<file path="src/design/trdiv_pkg.sv">
`default_nettype none

package trdiv_pkg;

  // default operand width of the factorizer
  localparam int VALUE_BITS_DEF = 32;

  // fixed field widths of the stream items
  localparam int IN_DATA_W  = 32;
  localparam int PRIME_W    = 32;
  localparam int EXP_W      = 5;
  localparam int OUT_DATA_W = 40;
  localparam int OUT_PAD_W  = OUT_DATA_W - PRIME_W - EXP_W;

  // sequencer states
  typedef enum logic [2:0] {
    ST_IDLE,
    ST_ONE,
    ST_TRY,
    ST_WAIT,
    ST_NEXT,
    ST_FINISH
  } state_t;

endpackage

`default_nettype wire

</file>
<file path="src/design/trdiv_divider.sv">
`default_nettype none

module trdiv_divider #(
  parameter int DW = trdiv_pkg::VALUE_BITS_DEF
) (
  input  wire logic          clk,
  input  wire logic          rst,
  input  wire logic          start,
  input  wire logic [DW-1:0] dividend,
  input  wire logic [DW-1:0] divisor,
  output logic               done,
  output logic [DW-1:0]      quotient,
  output logic [DW-1:0]      remainder
);

  localparam int CW = $clog2(DW + 1);

  logic [CW-1:0] cnt;
  logic [DW-1:0] quo;
  logic [DW-1:0] acc;
  logic [DW-1:0] dvs;
  logic [DW:0]   trial;
  logic [DW:0]   diff;
  logic          fits;
  logic [DW-1:0] acc_next;

  // one restoring step per cycle
  always_comb begin
    trial    = {acc, quo[DW-1]};
    diff     = trial - {1'b0, dvs};
    fits     = (trial >= {1'b0, dvs});
    acc_next = fits ? diff[DW-1:0] : trial[DW-1:0];
  end

  always_ff @(posedge clk) begin
    if (rst) begin
      cnt  <= '0;
      done <= 1'b0;
    end else begin
      done <= 1'b0;
      if (start) begin
        cnt <= CW'(DW);
      end else if (cnt != '0) begin
        cnt  <= cnt - CW'(1);
        done <= (cnt == CW'(1));
      end
    end
  end

  always_ff @(posedge clk) begin
    if (start) begin
      quo <= dividend;
      acc <= '0;
      dvs <= divisor;
    end else if (cnt != '0) begin
      acc <= acc_next;
      quo <= {quo[DW-2:0], fits};
    end
  end

  assign quotient  = quo;
  assign remainder = acc;

endmodule

`default_nettype wire

</file>
<file path="src/design/trial_division_factorizer_core.sv">
// each trial divisor and each strip of a found factor takes one divider run; trial divisors
//   go up to floor(sqrt(value)), so a 32-bit prime near 2^32 is the worst case
// throughput: one item at a time, paced by the shared bit-serial divider (one quotient bit
//   per cycle); s_tready stays low until every result of the run is in the output register
// reset: rst is synchronous and active high, returns to idle and drops m_tvalid
`default_nettype none

module trial_division_factorizer_core #(
  parameter int VALUE_BITS = trdiv_pkg::VALUE_BITS_DEF
) (
  input  wire logic                             clk,
  input  wire logic                             rst,
  // input stream
  input  wire logic                             s_tvalid,
  output logic                                  s_tready,
  input  wire logic [trdiv_pkg::IN_DATA_W-1:0]  s_tdata,   // [31:0] value
  // result stream
  output logic                                  m_tvalid,
  input  wire logic                             m_tready,
  output logic [trdiv_pkg::OUT_DATA_W-1:0]      m_tdata,   // [31:0] prime, [36:32] exponent, pad
  output logic                                  m_tuser,   // [0] has_factor
  output logic                                  m_tlast    // last result of the run
);

  import trdiv_pkg::*;

  // datapath width: only the low VALUE_BITS bits of the input take part
  localparam int DW = (VALUE_BITS < IN_DATA_W) ? VALUE_BITS : IN_DATA_W;

  state_t state, state_next;

  // working registers
  logic [DW-1:0]    rem, rem_next;        // part of the value not yet factored
  logic [DW-1:0]    cand, cand_next;      // current trial divisor
  logic [EXP_W-1:0] mult, mult_next;      // strips of cand so far, nonzero while stripping

  // one factor is held back until we know whether it closes the run
  logic             pend_valid, pend_valid_next;
  logic [DW-1:0]    pend_prime, pend_prime_next;
  logic [EXP_W-1:0] pend_exp, pend_exp_next;

  // output register
  logic [DW-1:0]    out_prime;
  logic [EXP_W-1:0] out_exp;
  logic             out_has;
  logic             out_last;
  logic             out_free;

  // load strobe and payload for the output register
  logic             out_load;
  logic [DW-1:0]    load_prime;
  logic [EXP_W-1:0] load_exp;
  logic             load_has;
  logic             load_last;

  // shared divider
  logic             div_start;
  logic             div_done;
  logic [DW-1:0]    div_quo;
  logic [DW-1:0]    div_rem;

  // rem / cand gives both the remainder test and the loop bound:
  // cand*cand <= rem exactly when cand <= floor(rem / cand)
  trdiv_divider #(
    .DW (DW)
  ) u_divider (
    .clk       (clk),
    .rst       (rst),
    .start     (div_start),
    .dividend  (rem),
    .divisor   (cand),
    .done      (div_done),
    .quotient  (div_quo),
    .remainder (div_rem)
  );

  assign out_free = !m_tvalid || m_tready;
  assign s_tready = (state == ST_IDLE);

  always_comb begin
    state_next      = state;
    rem_next        = rem;
    cand_next       = cand;
    mult_next       = mult;
    pend_valid_next = pend_valid;
    pend_prime_next = pend_prime;
    pend_exp_next   = pend_exp;
    out_load        = 1'b0;
    load_prime      = '0;
    load_exp        = '0;
    load_has        = 1'b0;
    load_last       = 1'b0;
    div_start       = 1'b0;

    unique case (state)
      ST_IDLE: begin
        if (s_tvalid) begin
          rem_next        = s_tdata[DW-1:0];
          cand_next       = DW'(2);
          mult_next       = '0;
          pend_valid_next = 1'b0;
          // one (and zero) have no factor at all
          state_next      = (s_tdata[DW-1:0] <= DW'(1)) ? ST_ONE : ST_TRY;
        end
      end

      ST_ONE: begin
        // single no-factor result
        if (out_free) begin
          out_load   = 1'b1;
          load_last  = 1'b1;
          state_next = ST_IDLE;
        end
      end

      ST_TRY: begin
        div_start  = 1'b1;
        state_next = ST_WAIT;
      end

      ST_WAIT: begin
        if (div_done) begin
          if (mult != '0) begin
            // stripping: keep dividing while cand still divides
            if (div_rem == '0) begin
              rem_next   = div_quo;
              mult_next  = mult + EXP_W'(1);
              state_next = ST_TRY;
            end else begin
              state_next = ST_NEXT;
            end
          end else if (cand > div_quo) begin
            // cand squared passed the remaining value
            state_next = ST_FINISH;
          end else if (div_rem == '0) begin
            rem_next   = div_quo;
            mult_next  = EXP_W'(1);
            state_next = ST_TRY;
          end else begin
            cand_next  = cand + DW'(1);
            state_next = ST_TRY;
          end
        end
      end

      ST_NEXT: begin
        // factor cand^mult is complete; the held one goes out first
        if (!pend_valid || out_free) begin
          if (pend_valid) begin
            out_load   = 1'b1;
            load_prime = pend_prime;
            load_exp   = pend_exp;
            load_has   = 1'b1;
          end
          pend_valid_next = 1'b1;
          pend_prime_next = cand;
          pend_exp_next   = mult;
          cand_next       = cand + DW'(1);
          mult_next       = '0;
          state_next      = ST_TRY;
        end
      end

      ST_FINISH: begin
        if (out_free) begin
          out_load = 1'b1;
          load_has = 1'b1;
          if (rem != DW'(1)) begin
            // leftover above one is a prime of exponent one
            if (pend_valid) begin
              load_prime      = pend_prime;
              load_exp        = pend_exp;
              pend_prime_next = rem;
              pend_exp_next   = EXP_W'(1);
              rem_next        = DW'(1);
            end else begin
              load_prime = rem;
              load_exp   = EXP_W'(1);
              load_last  = 1'b1;
              state_next = ST_IDLE;
            end
          end else begin
            load_prime = pend_prime;
            load_exp   = pend_exp;
            load_last  = 1'b1;
            state_next = ST_IDLE;
          end
        end
      end

      default: begin
        state_next = ST_IDLE;
      end
    endcase
  end

  always_ff @(posedge clk) begin
    if (rst) begin
      state      <= ST_IDLE;
      rem        <= '0;
      cand       <= DW'(2);
      mult       <= '0;
      pend_valid <= 1'b0;
    end else begin
      state      <= state_next;
      rem        <= rem_next;
      cand       <= cand_next;
      mult       <= mult_next;
      pend_valid <= pend_valid_next;
    end
  end

  always_ff @(posedge clk) begin
    pend_prime <= pend_prime_next;
    pend_exp   <= pend_exp_next;
  end

  // output register: a result waits here while the sequencer moves on
  always_ff @(posedge clk) begin
    if (rst) begin
      m_tvalid <= 1'b0;
    end else if (out_load) begin
      m_tvalid <= 1'b1;
    end else if (m_tready) begin
      m_tvalid <= 1'b0;
    end
  end

  always_ff @(posedge clk) begin
    if (out_load) begin
      out_prime <= load_prime;
      out_exp   <= load_exp;
      out_has   <= load_has;
      out_last  <= load_last;
    end
  end

  assign m_tdata = {{OUT_PAD_W{1'b0}}, out_exp, PRIME_W'(out_prime)};
  assign m_tuser = out_has;
  assign m_tlast = out_last;

endmodule

`default_nettype wire

</file>
<file path="config.mk">
export PLATFORM = sky130hd
export DESIGN_NAME = trial_division_factorizer_core
export DESIGN_NICKNAME = d
export VERILOG_FILES = /design/src/design/trdiv_pkg.sv /design/src/design/trdiv_divider.sv /design/src/design/trial_division_factorizer_core.sv
export SDC_FILE = /design/constraint.sdc
export NUM_CORES = 1
export LEC_CHECK = 0
export BUFFER_PORTS_ARGS = -buffer_cell sky130_fd_sc_hd__buf_2
export CELL_PAD_IN_SITES_DETAIL_PLACEMENT = 1
export CELL_PAD_IN_SITES_GLOBAL_PLACEMENT = 1
export CORE_ASPECT_RATIO = 1.5
export CORE_UTILIZATION = 28
export DETAILED_ROUTE_END_ITERATION = 6
export PLACE_DENSITY = 0.53
export SYNTH_ARGS = -nofsm -noshare
export SYNTH_HDL_FRONTEND = slang
export SYNTH_HIERARCHICAL = 1
export SYNTH_SLANG_ARGS = --single-unit
</file>
<file path="constraint.sdc">
create_clock -name clk -period 9.6 [get_ports clk]
set_input_delay 0.96 -clock clk [delete_from_list [all_inputs] [get_ports clk]]
set_output_delay 0.96 -clock clk [all_outputs]
set_load 0.01 [all_outputs]
</file>
==> flow_summary.json <==
{
  "status": "complete, no violations",
  "ff2ff_path_depth": 11,
  "dr_wl_met3_um": 1290,
  "leakagePower_uw": 0.00589,
  "gr-total-overflow": 0,
  "synthFlopType": "edfxtp_1",
  "drt-initial-drc-count": 398,
  "drive_gt1_frac": 0.162,
  "grt_pass1_vias": 11803,
  "cts_num_sinks": 253,
  "post-cts-setup-buffers": 0,
  "nNetsFinal": 1550,
  "cap_viol_max_count": 0,
  "routed_wirelength_um": 45200,
  "maxUsedRoutingLayer": "met4",
  "crit_path_max_fanout": 48,
  "die-area_um2": 49900,
  "hold_buffers": 0,
  "syn_area_um2": 13700,
  "syn_inst": 1385,
  "timing.hold.ws_ns": 0.508,
  "gp_congestion": 0.825,
  "ys_seq_area_frac": 0.471,
  "row_count": 99,
  "hold_path.class": "register to register",
  "final.min_clock_period_ns": 3.51,
  "place_ws_ns": 6.05,
  "path_class": "register to register",
  "wl_met2_um": 23700,
  "ctsResizeCount": 0,
  "drt-met1-wl_um": 18300,
  "slew_headroom": 0.360,
  "fin_skew_ns": 0.0150,
  "clk_pin_slew_ns": 0.06,
  "worstMarginPinSlew_ns": 0.951,
  "yosysWarningCount": 6,
  "die_x_um": 183,
  "async_flop_share": 0,
  "ios": 80,
  "reg2reg_from": "u_divider/remainder[5]$_SDFFE_PP0P_",
  "ys_types": 81,
  "ant_nets": 0,
  "drtPass1Iterations": 5,
  "hold_depth": 1,
  "synthToLayoutAreaGrowth_pct": 15.2,
  "drc": 0,
  "rsz0062_at_grt": "no",
  "htreeDepth": 1,
  "antenna_cells": 0,
  "vias_per_cell": 5.18,
  "setup_slack_ns": 6.09,
  "final_max_slew_viol_count": 0,
  "dpl.hpwl_um": 32400,
  "powerDensity_nw_per_um2": 329,
  "worstHoldEndpoint": "mult[4]$_SDFFE_PP0P_",
  "synth_seq_cells": 253,
  "grt_pass1_wl_um": 70000,
  "vias": 10997,
  "cts_buffers": 28,
  "hold_viol": 0,
  "antenna_found_initial": 0,
  "min-delay-start": "mult[4]$_SDFFE_PP0P_",
  "core_area_um2": 48600,
  "cts_tree": "yes",
  "grt_max_degree": 60,
  "worst_skew_pair.late_latency_ns": 0.57,
  "ir_drop_mv": 0.163,
  "cts_buffer_depth": 3,
  "arrival_ns": 3.93,
  "crit_path_start_kind": "register",
  "root_buffer": "clkbuf_16",
  "setup_viol": 0,
  "fp.dieH_um": 273,
  "worstReg2RegEnd": "u_divider/remainder[7]$_SDFFE_PP0P_",
  "syn_area_per_cell_um2": 9.91,
  "fin_tns_setup_ns": 0,
  "period_share": 0.366,
  "grtUsageTotal": 0.182,
  "rrSetupSlack_ns": 6.09,
  "endpoint_kind": "register",
  "fillCellCount": 5593,
  "route.detailed.wl_per_inst_um": 21.3,
  "synth_edf_count": 140,
  "critPathRequiredTime_ns": 10.02,
  "port_buffers": 76,
  "start_util": 0.283,
  "fmax_mhz": 285
}
==> Yosys cell counts, types with 8 or more instances <==
master / n / area share
a211oi_1: 29 / 0.016
a21o_1: 20 / 0.011
a21oi_1: 124 / 0.045
a22oi_1: 34 / 0.019
and2_1: 10 / 0.0046
and3_1: 19 / 0.0087
clkbuf_1: 47 / 0.013
dfxtp_1: 113 / 0.16
edfxtp_1: 140 / 0.31
ha_1: 69 / 0.063
inv_1: 92 / 0.025
mux2_2: 64 / 0.052
nand2_1: 94 / 0.026
nand3_1: 30 / 0.011
nand4_1: 30 / 0.014
nor2_1: 94 / 0.026
nor3_1: 40 / 0.015
nor4_1: 28 / 0.013
o211a_1: 9 / 0.0066
o21a_1: 8 / 0.0044
o21ai_0: 76 / 0.028
o2bb2ai_1: 32 / 0.020
o31ai_1: 11 / 0.0060
or3_1: 21 / 0.0096
xnor2_1: 19 / 0.012
xor2_1: 15 / 0.0096
==> power breakdown <==
part	total, uW	internal (uW)	switching (uW)
Combinational	2280	873	1400
Clock	1170	699	476
Sequential	1750	1500	248
Total	5200	3070	2130
==> final cells by class <==
| type | instances | area, um2 | share of cell area |
|---|---|---|---|
| Tap cell | 656 | 821 | 0.0519 |
| Clock inverter | 16 | 229 | 0.0145 |
| Sequential cell | 253 | 6470 | 0.409 |
| Timing Repair Buffer | 95 | 523 | 0.0331 |
| Inverter | 92 | 345 | 0.0218 |
| Multi-Input combinational cell | 974 | 6670 | 0.422 |
| Clock buffer | 36 | 762 | 0.0482 |
==> logic make-up (layout without fill, tap and decap cells) <==
group / Yosys count / in the layout / synth area share
DFF: 253 / 253 / 0.471
and+or+nand+nor: 398 / 398 / 0.145
other: 1 / 3 / 0.000273
AOI/OAI and AO/OA: 402 / 402 / 0.195
adders and majority gates: 70 / 70 / 0.0643
muxes: 67 / 67 / 0.0547
buffers and inverters: 160 / 239 / 0.0482
xor gates and xnor gates: 34 / 34 / 0.0217
==> sequential cells by signal, indices dropped and copies added, names as in the netlist, 6 cells and up <==
| name | cells |
|---|---|
| u_divider/remainder | 32 |
| rem | 32 |
| pend_prime | 32 |
| u_divider/quotient | 32 |
| out_prime | 32 |
| cand | 32 |
| u_divider/dvs | 32 |
| u_divider/cnt | 6 |
==> worst max-delay path: stages, from the launching register on <==
cell	delay, ns
dfxtp_1	0.35
ha_1	0.39
a21oi_1	0.17
o21ai_0	0.15
a31o_1	0.27
o21ai_2	0.22
nand2_1	0.13
a211oi_4	0.64
buf_4	0.55
nor2_1	0.10
a211oi_1	0.26
nor3_1	0.08
==> metal layers <==
metal  up-vias  global-route usage
li1       5301                   -
met1      5429               0.205
met2       183               0.340
met3        84              0.0205
met4         0              0.0842
met5         -                   0
==> placed cells by master, fill, tap and decap left out, types with 30 or more instances in the layout <==
cell type / synthesis / routed
edfxtp_1: 140 / 140
a21oi_1: 124 / 124
dfxtp_1: 113 / 113
nand2_1: 94 / 94
inv_1: 92 / 92
nor2_1: 94 / 92
o21ai_0: 76 / 76
buf_2: 4 / 76
ha_1: 69 / 69
mux2_2: 64 / 64
nor3_1: 40 / 37
a22oi_1: 34 / 34
o2bb2ai_1: 32 / 32
nand4_1: 30 / 30
nand3_1: 30 / 30
==> through the flow <==
step / cells / power, uW / utilization / area, um2
6_report: 2122 / 5200 / 0.326 / 15800
5_1_grt: 2122 / 5570 / 0.326 / 15800
4_1_cts: 2122 / 5280 / 0.326 / 15800
3_5_place_dp: 2070 / 4080 / 0.305 / 14800
3_3_place_gp: 2070 / 4030 / 0.305 / 14800
2_1_floorplan: 1387 / 3400 / - / 13700
==> how the worst max path moves through the flow <==
stage,startpoint,to,slack [ns],cells after the start
2_1_floorplan,m_tready,pend_exp[0]$_SDFFCE_PP1P_,5.06,3
3_3_place_gp,u_divider/remainder[2]$_SDFFE_PP0P_,u_divider/remainder[8]$_SDFFE_PP0P_,6.19,11
3_5_place_dp,u_divider/remainder[5]$_SDFFE_PP0P_,u_divider/remainder[7]$_SDFFE_PP0P_,6.05,11
4_1_cts,u_divider/remainder[5]$_SDFFE_PP0P_,u_divider/remainder[6]$_SDFFE_PP0P_,6.05,11
5_1_grt,u_divider/quotient[31]$_DFFE_PP_,cand[25]$_SDFFE_PP0P_,5.73,9
6_report,u_divider/remainder[5]$_SDFFE_PP0P_,u_divider/remainder[7]$_SDFFE_PP0P_,6.09,11
Power figures use the tool's default switching activity.
